<file path="config.mk">
export PLATFORM = sky130hd
export DESIGN_NAME = fmpf_head
export DESIGN_NICKNAME = d
export VERILOG_FILES = /design/src/fmpf_pkg.sv /design/src/fmpf_head.sv
export SDC_FILE = /design/constraint.sdc
export NUM_CORES = 1
export LEC_CHECK = 0
export BUFFER_PORTS_ARGS = -buffer_cell sky130_fd_sc_hd__buf_2
export CAP_MARGIN = 20
export CORE_AREA = 3 3 121 123
export CTS_CLUSTER_DIAMETER = 80
export DETAILED_ROUTE_END_ITERATION = 8
export DIE_AREA = 0 0 124 126
export PLACE_DENSITY = 0.62
export REMOVE_ABC_BUFFERS = 1
export SKIP_LAST_GASP = 1
export SLEW_MARGIN = 20
export SYNTH_ARGS = -nofsm -noshare
export SYNTH_HDL_FRONTEND = slang
export SYNTH_SLANG_ARGS = --single-unit
</file>
<file path="constraint.sdc">
create_clock -name i_clk -period 7.95 [get_ports i_clk]
set_input_delay 1.1925 -clock i_clk [delete_from_list [all_inputs] [get_ports i_clk]]
set_output_delay 1.1925 -clock i_clk [all_outputs]
set_load 0.01 [all_outputs]
</file>
<file path="src/fmpf_pkg.sv">
// Package: shared types and constants of the prefix rule filter.
`default_nettype none

package fmpf_pkg;

    localparam int REQ_W    = 2;
    localparam int RIDX_W   = 3;
    localparam int CPOS_W   = 5;
    localparam int BYTE_W   = 8;
    localparam int RLEN_W   = 6;
    localparam int MATCH_W  = 4;
    localparam int ACTIVE_W = 4;
    localparam int CNT_W    = 16;
    localparam int CFG_IDX_W  = 2;
    localparam int CFG_DATA_W = 16;

    localparam logic [REQ_W-1:0] REQ_LOAD_CHAR = 2'd0;
    localparam logic [REQ_W-1:0] REQ_LOAD_LEN  = 2'd1;
    localparam logic [REQ_W-1:0] REQ_RECORD    = 2'd2;

    localparam logic [CFG_IDX_W-1:0] CFG_ACTIVE_RULES = 2'd0;
    localparam logic [CFG_IDX_W-1:0] CFG_EVENT_SIZE   = 2'd1;
    localparam logic [CFG_IDX_W-1:0] CFG_TEXT_OFFSET  = 2'd2;

    typedef struct packed {
        logic [REQ_W-1:0]  req_type;
        logic [RIDX_W-1:0] rule_index;
        logic [CPOS_W-1:0] char_pos;
        logic [BYTE_W-1:0] rule_char;
        logic [RLEN_W-1:0] rule_length;
        logic              rule_allow;
        logic [BYTE_W-1:0] data_byte;
        logic              is_last;
    } t_req;

    typedef struct packed {
        logic               decided;
        logic               short_record;
        logic               allowed;
        logic [MATCH_W-1:0] matched_rule;
    } t_verdict;

endpackage

`default_nettype wire

</file>
<file path="src/fmpf_head.sv">
// Head stage: byte counter, text position, field length and short check.
`default_nettype none

module fmpf_head import fmpf_pkg::*; #(
    parameter int NUM_RULES  = 8,
    parameter int MAX_PREFIX = 32,
    parameter int AW         = 5,
    parameter int LW         = 6
) (
    input  wire logic              i_clk,
    input  wire logic              i_rst_n,
    input  wire logic [CNT_W-1:0]  i_event_size,
    input  wire logic [CNT_W-1:0]  i_text_offset,
    input  wire logic              i_valid,
    output      logic              o_ready,
    input  wire t_req              i_req,
    output      logic              o_valid,
    input  wire logic              i_ready,
    output      t_req              o_req,
    output      logic [AW-1:0]     o_qa,
    output      logic              o_qhit,
    output      logic [LW-1:0]     o_field,
    output      t_verdict          o_verdict
);
    logic             r_valid;
    logic [CNT_W-1:0] r_count;
    t_req             r_req;
    logic [AW-1:0]    r_qa;
    logic             r_qhit;
    logic [LW-1:0]    r_field;
    t_verdict         r_verdict;

    logic             accept;
    logic             is_record;
    logic [CNT_W:0]   qdiff;
    logic             qhit;
    logic [CNT_W-1:0] len;
    logic [CNT_W:0]   fdiff;
    logic [CNT_W-1:0] field;
    logic [LW-1:0]    field_cap;
    logic             short_rec;
    t_verdict         verdict;

    assign o_ready   = !r_valid || i_ready;
    assign accept    = i_valid && o_ready;
    assign is_record = (i_req.req_type == REQ_RECORD);

    always_comb begin
        qdiff     = {1'b0, r_count} - {1'b0, i_text_offset};
        qhit      = !qdiff[CNT_W] && (qdiff[CNT_W-1:0] < CNT_W'(MAX_PREFIX));
        len       = (r_count == {CNT_W{1'b1}}) ? r_count : r_count + CNT_W'(1);
        short_rec = (i_event_size >= len);
        fdiff     = {1'b0, len} - {1'b0, i_text_offset};
        field     = fdiff[CNT_W] ? '0 : fdiff[CNT_W-1:0];
        field_cap = (field > CNT_W'(MAX_PREFIX)) ? LW'(MAX_PREFIX) : LW'(field);
        verdict.decided      = short_rec;
        verdict.short_record = short_rec;
        verdict.allowed      = 1'b1;
        verdict.matched_rule = MATCH_W'(NUM_RULES);
    end

    always_ff @(posedge i_clk) begin
        if (!i_rst_n) begin
            r_valid <= 1'b0;
            r_count <= '0;
        end else begin
            if (o_ready) begin
                r_valid <= i_valid;
            end
            if (accept && is_record) begin
                r_count <= i_req.is_last ? '0 : len;
            end
        end
    end

    always_ff @(posedge i_clk) begin
        if (accept) begin
            r_req     <= i_req;
            r_qa      <= AW'(qdiff[CNT_W-1:0]);
            r_qhit    <= qhit;
            r_field   <= field_cap;
            r_verdict <= verdict;
        end
    end

    assign o_valid   = r_valid;
    assign o_req     = r_req;
    assign o_qa      = r_qa;
    assign o_qhit    = r_qhit;
    assign o_field   = r_field;
    assign o_verdict = r_verdict;

    a_count_clears: assert property (@(posedge i_clk) disable iff (!i_rst_n)
        accept && is_record && i_req.is_last |=> r_count == '0)
        else $error("byte count not cleared after last byte");

endmodule

`default_nettype wire

</file>
==> out/metrics.cfg <==
[floorplan]
fp.dieH_um=126
die_area_um2=15620
initial_utilization_pct=34.56
coreArea_um2=13770
die_w_um=124
ios=125
num_rows=43

[global_routing]
track_usage_pct=16.28
overflow=0
grt_pass1_wl_um=19940
grt_pass1_vias=4047
grt_max_degree=48
grt_antenna_before_repair=0

[power]
total_power_uw=900.7
powerDensity_nw_per_um2=155.3
vdd.ir_drop.worst_mv=0.1137
leakage_nw=2.536

[sta]
slew_viol_final=0
hold_viol=0
fin_hold_ws_ns=0.5253
fmaxAchievable_mhz=216.1
finalCritPeriodShare_pct=58.21
finalWorstSetupSlack_ns=3.322
setup_tns_ns=0
rsz0062_at_grt=false
slew_headroom_pct=52.00
tightest_slew_ns=0.7178
finalClockSkew_ns=0.01287
setup_viol=0
fin_crit_ns=4.628

[routing]
drt-initial-drc-count=347
antenna_left=0
drtPass1Iterations=5
route.detailed.drc=0
wl_per_cell_um=16.26
finalWirelength_um=13170
via_per_inst=5.295
vias=4289

[placement]
numPortBuffers=119
dp_cells=794
dp_slack_ns=3.403
gp_congestion=0.9420
place_area_um2=5492
place_hpwl_um=10740

[final_layout]
fin_area_um2=5798
seq_area_um2=1752
diodes=0
nets=746
drive_gt1_share_pct=23.17
final_cell_mix=buf_2 (119), ha_1 (49), inv_1 (47), edfxtp_1 (47), nand2_1 (40)
fin_util_pct=42.10
layout.cells.non_filler=810
syn2layout_area_growth_pct=21.82
num-fill-cells=1383
multiInputGateArea_um2=2735
layout_commonest_cell=buf_2

[critical_path]
cp-end-kind=register
crit_path_top_delay_cell=or4b_1
cp.required_ns=8.08
cp_max_fo=12
worstPathArrival_ns=4.76
path_cells=and4_1 > nand4_1 > nor3_1 > nor2_1 > nand2_1 > xnor2_1 > ha_1 > nand3_1 > nor3b_1 > a32oi_1 > o21ai_0 > nor4b_2 > or4b_1 > nor4_1
worstSetupStartpointType=register
slowest_delay_ns=0.59
crit_type=reg -> reg

[synth]
synth-main-ff-cell=edfxtp_1
synth.distinct_cells=62
synth_area_per_cell_um2=9.332
syn_area_um2=4760
yosysWarnings=0
netlist_instances=510
async_flop_share_pct=0
synth_enable_flop_cells=47
ys_ff_latch=64
synth-seq-area-share_pct=36.80

[cts]
clock_path_buffers=2
post_cts_buffers=0
cts_made_buffers=9
ctsHoldBuffers=0
root_buffer=clkbuf_16
clk_latency_ns=0.33
htreeDepth=3
ctsResizeCount=0
cts.sinks=64
cts_tree=yes
clk_pin_slew_ns=0.07

[job]
cap_violations=0

[outcome]
status=finished, final reports clean

[min_path]
hold_path.class=reg -> reg

==> cell type report <==
type / count / area share (%)
repair buffers: 120 / 10.40
clock inverters: 6 / 1.165
well taps: 180 / 3.884
clock buffers: 10 / 4.122
flip-flops and latches: 64 / 30.21
inverters: 47 / 3.043
multi-input cells: 383 / 47.17
==> worst max-delay path, delay by kind of cell, from the launching register on <==
kind                       cells  cell delay, ns
AOI/OAI and AO/OA              2            0.34
xor gates and xnor gates       1            0.10
adders and majority gates      1            0.56
DFF                            1            0.46
and+or+nand+nor               10            2.97
==> worst paths after layout <==
check / start / endpoint / slack [ns] / cells past startpoint
max: r_count[4] / o_field[2] / 3.32 / 14
min: o_valid / o_valid / 0.53 / 2
max reg2reg: r_count[4] / o_field[2] / 3.32 / 14
min reg2reg: o_valid / o_valid / 0.53 / 2
==> synth_stat cells (7+ instances only) <==
cell type	instances	area, um^2
a21boi_0	10	75.07
ha_1	49	613.1
o21ai_0	30	150.1
or3_1	11	68.82
nand2_1	40	150.1
nand4_1	7	43.79
a31oi_1	9	56.30
xnor2_1	19	166.4
nor3_1	8	40.04
and2_1	7	43.79
a21o_1	18	135.1
inv_1	47	176.4
nor2_1	25	93.84
nand2b_1	12	75.07
clkbuf_1	8	30.03
nand3_1	12	60.06
a21oi_1	31	155.2
buf_4	7	52.55
edfxtp_1	47	1411
mux2i_1	7	70.07
nor2b_1	7	43.79
dfxtp_1	17	340.3
==> power breakdown <==
group	leakage (nW)	internal, mW	switching, mW	total, mW
combinational	1.80	0.0498	0.0691	0.119
clock	0.145	0.252	0.150	0.402
sequential	0.595	0.376	0.00359	0.380
==> cell families (layout without fill, tap and decap cells) <==
logic type / count (synthesis) / after routing / synth area share (%)
other cells: 2 / 5 / 0.1578
mux: 8 / 8 / 1.709
simple gates: 150 / 150 / 16.67
buf+inv: 66 / 183 / 5.994
xor+xnor: 25 / 25 / 4.600
flops: 64 / 64 / 36.80
fa+ha+maj: 51 / 51 / 13.72
compound gates: 144 / 144 / 20.35
==> registers in the layout (all words and copies together) (netlist names) <==
signal and flops:
o_req 34, r_count 16, o_field 6, o_qa 5, o_qhit 1, o_valid 1
o_verdict 1
==> layer usage <==
layer	track usage [%]	wire, um	vias to the layer above
li1	-	-	2092
met1	21.28	5787	1926
met2	25.99	5647	238
met3	3.772	1287	33
met4	6.250	448	0
met5	0	0	-
No activity file was read; power rests on OpenSTA's default activity.
