## src/fmpf_pkg.sv

```systemverilog
// Package: shared types and constants of the prefix rule filter.
`default_nettype none

package fmpf_pkg;

    localparam int REQ_W    = 2;
    localparam int RIDX_W   = 3;
    localparam int CPOS_W   = 5;
    localparam int BYTE_W   = 8;
    localparam int RLEN_W   = 6;
    localparam int MATCH_W  = 4;
    localparam int ACTIVE_W = 4;
    localparam int CNT_W    = 16;
    localparam int CFG_IDX_W  = 2;
    localparam int CFG_DATA_W = 16;

    localparam logic [REQ_W-1:0] REQ_LOAD_CHAR = 2'd0;
    localparam logic [REQ_W-1:0] REQ_LOAD_LEN  = 2'd1;
    localparam logic [REQ_W-1:0] REQ_RECORD    = 2'd2;

    localparam logic [CFG_IDX_W-1:0] CFG_ACTIVE_RULES = 2'd0;
    localparam logic [CFG_IDX_W-1:0] CFG_EVENT_SIZE   = 2'd1;
    localparam logic [CFG_IDX_W-1:0] CFG_TEXT_OFFSET  = 2'd2;

    typedef struct packed {
        logic [REQ_W-1:0]  req_type;
        logic [RIDX_W-1:0] rule_index;
        logic [CPOS_W-1:0] char_pos;
        logic [BYTE_W-1:0] rule_char;
        logic [RLEN_W-1:0] rule_length;
        logic              rule_allow;
        logic [BYTE_W-1:0] data_byte;
        logic              is_last;
    } t_req;

    typedef struct packed {
        logic               decided;
        logic               short_record;
        logic               allowed;
        logic [MATCH_W-1:0] matched_rule;
    } t_verdict;

endpackage

`default_nettype wire

```

## src/fmpf_ram.sv

```systemverilog
// Generic single write port RAM with registered read.
`default_nettype none

module fmpf_ram #(
    parameter int WIDTH = 8,
    parameter int DEPTH = 32
) (
    input  wire logic                                    i_clk,
    input  wire logic                                    i_we,
    input  wire logic [$clog2(DEPTH > 1 ? DEPTH : 2)-1:0] i_waddr,
    input  wire logic [WIDTH-1:0]                        i_wdata,
    input  wire logic                                    i_re,
    input  wire logic [$clog2(DEPTH > 1 ? DEPTH : 2)-1:0] i_raddr,
    output      logic [WIDTH-1:0]                        o_rdata
);
    logic [WIDTH-1:0] r_mem [DEPTH];
    logic [WIDTH-1:0] r_rdata;

    always_ff @(posedge i_clk) begin
        if (i_we) begin
            r_mem[i_waddr] <= i_wdata;
        end
        if (i_re) begin
            r_rdata <= r_mem[i_raddr];
        end
    end

    assign o_rdata = r_rdata;

endmodule

`default_nettype wire

```

## src/fmpf_cell.sv

```systemverilog
// Rule cell: one rule's prefix store, length, allow bit and match progress.
`default_nettype none

module fmpf_cell import fmpf_pkg::*; #(
    parameter int IDX        = 0,
    parameter int MAX_PREFIX = 32,
    parameter int AW         = 5,
    parameter int LW         = 6
) (
    input  wire logic                i_clk,
    input  wire logic                i_rst_n,
    input  wire logic [ACTIVE_W-1:0] i_active_rules,
    input  wire logic                i_valid,
    output      logic                o_ready,
    input  wire t_req                i_req,
    input  wire logic [AW-1:0]       i_qa,
    input  wire logic                i_qhit,
    input  wire logic [LW-1:0]       i_field,
    input  wire t_verdict            i_verdict,
    output      logic                o_valid,
    input  wire logic                i_ready,
    output      t_req                o_req,
    output      logic [AW-1:0]       o_qa,
    output      logic                o_qhit,
    output      logic [LW-1:0]       o_field,
    output      t_verdict            o_verdict
);
    localparam logic [7:0] IDX_W = 8'(IDX);

    logic          r_valid;
    t_req          r_req;
    logic [AW-1:0] r_qa;
    logic          r_qhit;
    logic [LW-1:0] r_field;
    t_verdict      r_verdict;
    logic [LW-1:0] r_len;
    logic          r_allow;
    logic          r_match;
    logic          r_term;

    logic              take;
    logic              leave;
    logic              we;
    logic [BYTE_W-1:0] rdata;
    logic              is_record;
    logic              cmp_en;
    logic              n_match;
    logic              n_term;
    logic              hit;
    logic              in_use;
    logic [8:0]        len_in;

    assign o_ready   = !r_valid || i_ready;
    assign take      = i_valid && o_ready;
    assign leave     = r_valid && i_ready;
    assign we        = take && (i_req.req_type == REQ_LOAD_CHAR)
                       && ({5'd0, i_req.rule_index} == IDX_W)
                       && ({4'd0, i_req.char_pos} < 9'(MAX_PREFIX));

    fmpf_ram #(
        .WIDTH (BYTE_W),
        .DEPTH (MAX_PREFIX)
    ) u_prefix (
        .i_clk   (i_clk),
        .i_we    (we),
        .i_waddr (AW'(i_req.char_pos)),
        .i_wdata (i_req.rule_char),
        .i_re    (take),
        .i_raddr (i_qa),
        .o_rdata (rdata)
    );

    assign is_record = (r_req.req_type == REQ_RECORD);
    assign cmp_en    = is_record && r_qhit && (LW'(r_qa) < r_len) && !r_term;
    assign in_use    = IDX_W < {4'd0, i_active_rules};
    assign len_in    = ({3'd0, i_req.rule_length} > 9'(MAX_PREFIX))
                       ? 9'(MAX_PREFIX) : {3'd0, i_req.rule_length};

    always_comb begin
        n_match = r_match;
        n_term  = r_term;
        if (cmp_en) begin
            if (rdata != r_req.data_byte) begin
                n_match = 1'b0;
            end else if (rdata == '0) begin
                n_term = 1'b1;
            end
        end
        hit       = (r_len == '0) || ((r_field >= r_len) && n_match);
        o_verdict = r_verdict;
        if (is_record && r_req.is_last && !r_verdict.decided && in_use && hit) begin
            o_verdict.decided      = 1'b1;
            o_verdict.allowed      = r_allow;
            o_verdict.matched_rule = MATCH_W'(IDX);
        end
    end

    always_ff @(posedge i_clk) begin
        if (!i_rst_n) begin
            r_valid <= 1'b0;
            r_len   <= '0;
            r_allow <= 1'b1;
            r_match <= 1'b1;
            r_term  <= 1'b0;
        end else begin
            if (o_ready) begin
                r_valid <= i_valid;
            end
            if (leave && is_record) begin
                r_match <= r_req.is_last ? 1'b1 : n_match;
                r_term  <= r_req.is_last ? 1'b0 : n_term;
            end
            if (take && (i_req.req_type == REQ_LOAD_LEN)
                    && ({5'd0, i_req.rule_index} == IDX_W)) begin
                r_len   <= LW'(len_in);
                r_allow <= i_req.rule_allow;
            end
        end
    end

    always_ff @(posedge i_clk) begin
        if (take) begin
            r_req     <= i_req;
            r_qa      <= i_qa;
            r_qhit    <= i_qhit;
            r_field   <= i_field;
            r_verdict <= i_verdict;
        end
    end

    assign o_valid = r_valid;
    assign o_req   = r_req;
    assign o_qa    = r_qa;
    assign o_qhit  = r_qhit;
    assign o_field = r_field;

endmodule

`default_nettype wire

```

## config.mk

```make
export PLATFORM = sky130hd
export DESIGN_NAME = fmpf_cell
export DESIGN_NICKNAME = d
export VERILOG_FILES = /design/src/fmpf_pkg.sv /design/src/fmpf_ram.sv /design/src/fmpf_cell.sv
export SDC_FILE = /design/constraint.sdc
export NUM_CORES = 1
export LEC_CHECK = 0
export BUFFER_PORTS_ARGS = -buffer_cell sky130_fd_sc_hd__clkbuf_2
export CAP_MARGIN = 20
export CORE_MARGIN = 5
export CORE_UTILIZATION = 35
export CTS_BUF_LIST = sky130_fd_sc_hd__clkbuf_4 sky130_fd_sc_hd__clkbuf_8
export CTS_CLUSTER_DIAMETER = 60
export CTS_CLUSTER_SIZE = 40
export DETAILED_ROUTE_END_ITERATION = 6
export HOLD_SLACK_MARGIN = 0.03
export PLACE_DENSITY = 0.54
export SLEW_MARGIN = 5
export SYNTH_ARGS = -nofsm -noshare
export SYNTH_HDL_FRONTEND = slang
export SYNTH_SLANG_ARGS = --single-unit
```

## constraint.sdc

```tcl
create_clock -name i_clk -period 3.5 [get_ports i_clk]
set_clock_uncertainty 0.15 [all_clocks]
set_input_delay 0 -clock i_clk [delete_from_list [all_inputs] [get_ports i_clk]]
set_output_delay 0 -clock i_clk [all_outputs]
set_load 0.03 [all_outputs]
```

==> results.toml <==
[outcome]
outcome = "completed"

[detailed_routing]
routed_wl_mm = 31.2
dr.pass1.iters = 4
via_count = 6687
final_antenna_net_count = 0
route.detailed.wl_per_inst_um = 24.3
viasPerCell = 5.19
first_iter_violations = 545
drc = 0

[floorplanning]
io_pins = 116
row_count = 69
core_mm2 = 0.0356
die_area_mm2 = 0.0400
die_h_um = 200
die_w_um = 200
start_util = 0.355

[yosys]
synth_cell_type_count = 38
syn_nets = 661
yosysTopAreaCell = "edfxtp_1"
synthCells = 590
synth_edf_count = 317
synth_ff_type = "edfxtp_1"
synth-async-reset-ratio = 0
synthTopCellsByArea = "edfxtp_1 (75%), mux4_2 (14%), dfxtp_1 (1.6%), nor2_1 (1.2%), ha_1 (0.99%)"
yosysMostFrequentCell = "edfxtp_1"
ys_warn_count = 0
yosysTopAreaCellShare = 0.754
synthesis.area_mm2 = 0.0126
netlist_top_cells_count = "edfxtp_1 (317), mux4_2 (80), nor2_1 (41)"
ys_seq_area_frac = 0.770
avgSynthCellArea_um2 = 21.4
synth-seq-cells = 327

[power]
leakagePower_nw = 5.04
powerDensity_mw_per_mm2 = 481
peakVddDrop_uv = 284

[clock_tree]
clk_path_buf_depth = 3
cts_setup_buffers = 0
cts_sinks = 327
cts_resized = 0
cts_buffers = 27
path_clk_slew_ns = 0.10
insertion_delay_ns = 0.59
hold_buffers = 87
cts_tree = "built"
htreeDepth = 1
clockRootBuffer = "clkbuf_8"

[sta]
hold_viol_final = 0
post-route-min-period_ns = 3.06
period_share = 0.875
max_freq_mhz = 326
tightest_slew_ns = 0.939
rsz0062_at_grt = "no"
setup_violations = 0
fin_setup_tns_ns = 0
relSlewSlack = 0.372
final_max_slew_viol_count = 0

[setup_path]
required_ns = 3.35
cp-start-kind = "flop"
crit_fanout = 6
crit_path_end_kind = "output pin"
worstPathArrival_ns = 2.91
crit_type = "reg2out"

[final_layout]
layout-drive-gt1-share = 0.320
utilization = 0.429
final-seq-area_mm2 = 0.00972
fillers = 3037
area_delta_synth_final_pct = 20.9
multi_input_area_mm2 = 0.00275
diodes = 0
fin_nets = 879

[global_route]
grt_max_degree = 37
antenna_found_initial = 1
gr-total-overflow = 0
grt_pass1_wl_mm = 45.0
grt_pass1_vias = 6754
grtUsageTotal = 0.153

[run]
max-cap-violations = 0

[place]
portBuffers = 115
gp_congestion = 0.878
place_hpwl_mm = 20.9

[worst_hold_path]
min_path_type = "in2reg"
[per-stage QoR]
stage               power, mW  instances  setup WS [ns]  hold WS [ns]  instance area, um2
floorplan                4.75        590          0.637       -0.0511               12600
global placement         4.96       1153          0.985        0.0306               13800
detailed placement       4.97       1153          0.994        0.0286               13800
CTS                      7.40       1288          0.415        0.0440               15300
global route             7.62       1288          0.260        0.0662               15300
finish                   7.35       1288          0.437        0.0648               15300
[layout make-up]
class / count / share of cell area
flip-flops and latches: 327 / 0.637
inverters: 7 / 0.00172
well taps: 461 / 0.0378
repair buffers: 214 / 0.102
multi-input cells: 231 / 0.180
clock inverters: 18 / 0.0161
clock buffers: 30 / 0.0258
[cell families after synthesis]
logic type      after synthesis  synth area share
compound gates               21            0.0114
fa+ha+maj                    10           0.00991
simple gates                102            0.0397
xor+xnor                      8           0.00555
flops                       327             0.770
mux                          90             0.151
buf+inv                      32            0.0123
[flip-flops by register name (all words and copies together) (netlist names)]
signal	flops
o_valid	1
u_prefix.r_mem	256
o_qhit	1
o_field	6
r_match	1
o_req	34
r_len	6
r_allow	1
u_prefix.o_rdata	8
r_verdict	6
o_qa	5
o_verdict	1
r_term	1
[power by group]
part / total, mW / switching, mW / internal (mW)
sequential: 4.38 / 0.0338 / 4.35
combinational: 0.574 / 0.330 / 0.245
clock: 2.40 / 1.40 / 0.997
[cells in the final DEF, fill, tap and decap left out, types with 2 or more instances in the layout]
cell,n
edfxtp_1,317
clkbuf_2,114
dlygate4sd3_1,87
mux4_2,80
nor2_1,41
clkbuf_8,27
nand2_1,15
buf_4,12
nor2b_1,10
ha_1,10
dfxtp_1,10
mux2_2,8
xnor2_1,8
inv_1,7
nand2b_1,7
a21oi_1,7
nand3_1,7
nor3b_1,6
clkinv_8,6
inv_6,6
nand4_1,5
nor4_1,5
a21o_1,3
clkbuf_4,3
a211oi_1,2
o211ai_1,2
mux2i_1,2
inv_8,2
bufinv_16,2
[path summary, 6_finish.rpt]
kind / from / endpoint / slack, ns / depth (start not counted)
min reg2reg: r_term$_SDFFE_PN0P_ / r_term$_SDFFE_PN0P_ / 0.37 / 2
max reg2reg: o_valid$_SDFFE_PN0N_ / u_prefix.r_mem[4][6]$_DFFE_PP_ / 1.07 / 6
min: i_req[16] / u_prefix.r_mem[9][0]$_DFFE_PP_ / 0.06 / 1
max: r_len[3]$_SDFFE_PN0P_ / o_verdict[6] / 0.44 / 8
[worst max-delay path, cell delays in order, from the launching register on]
cell      delay, ns
dfxtp_1        0.37
inv_1          0.08
ha_1           0.29
a21o_1         0.16
a211oi_1       0.22
o21ai_0        0.25
o2111a_1       0.31
or3b_2         0.47
clkbuf_2       0.19
[routing by layer]
metal | up-vias | routed length (um) | GRT usage
li1 | 2852 | - | -
met1 | 3437 | 13800 | 0.224
met2 | 346 | 14100 | 0.240
met3 | 52 | 2550 | 0.0277
met4 | 0 | 777 | 0.0415
met5 | - | 0 | 0
Power figures use the tool's default switching activity.
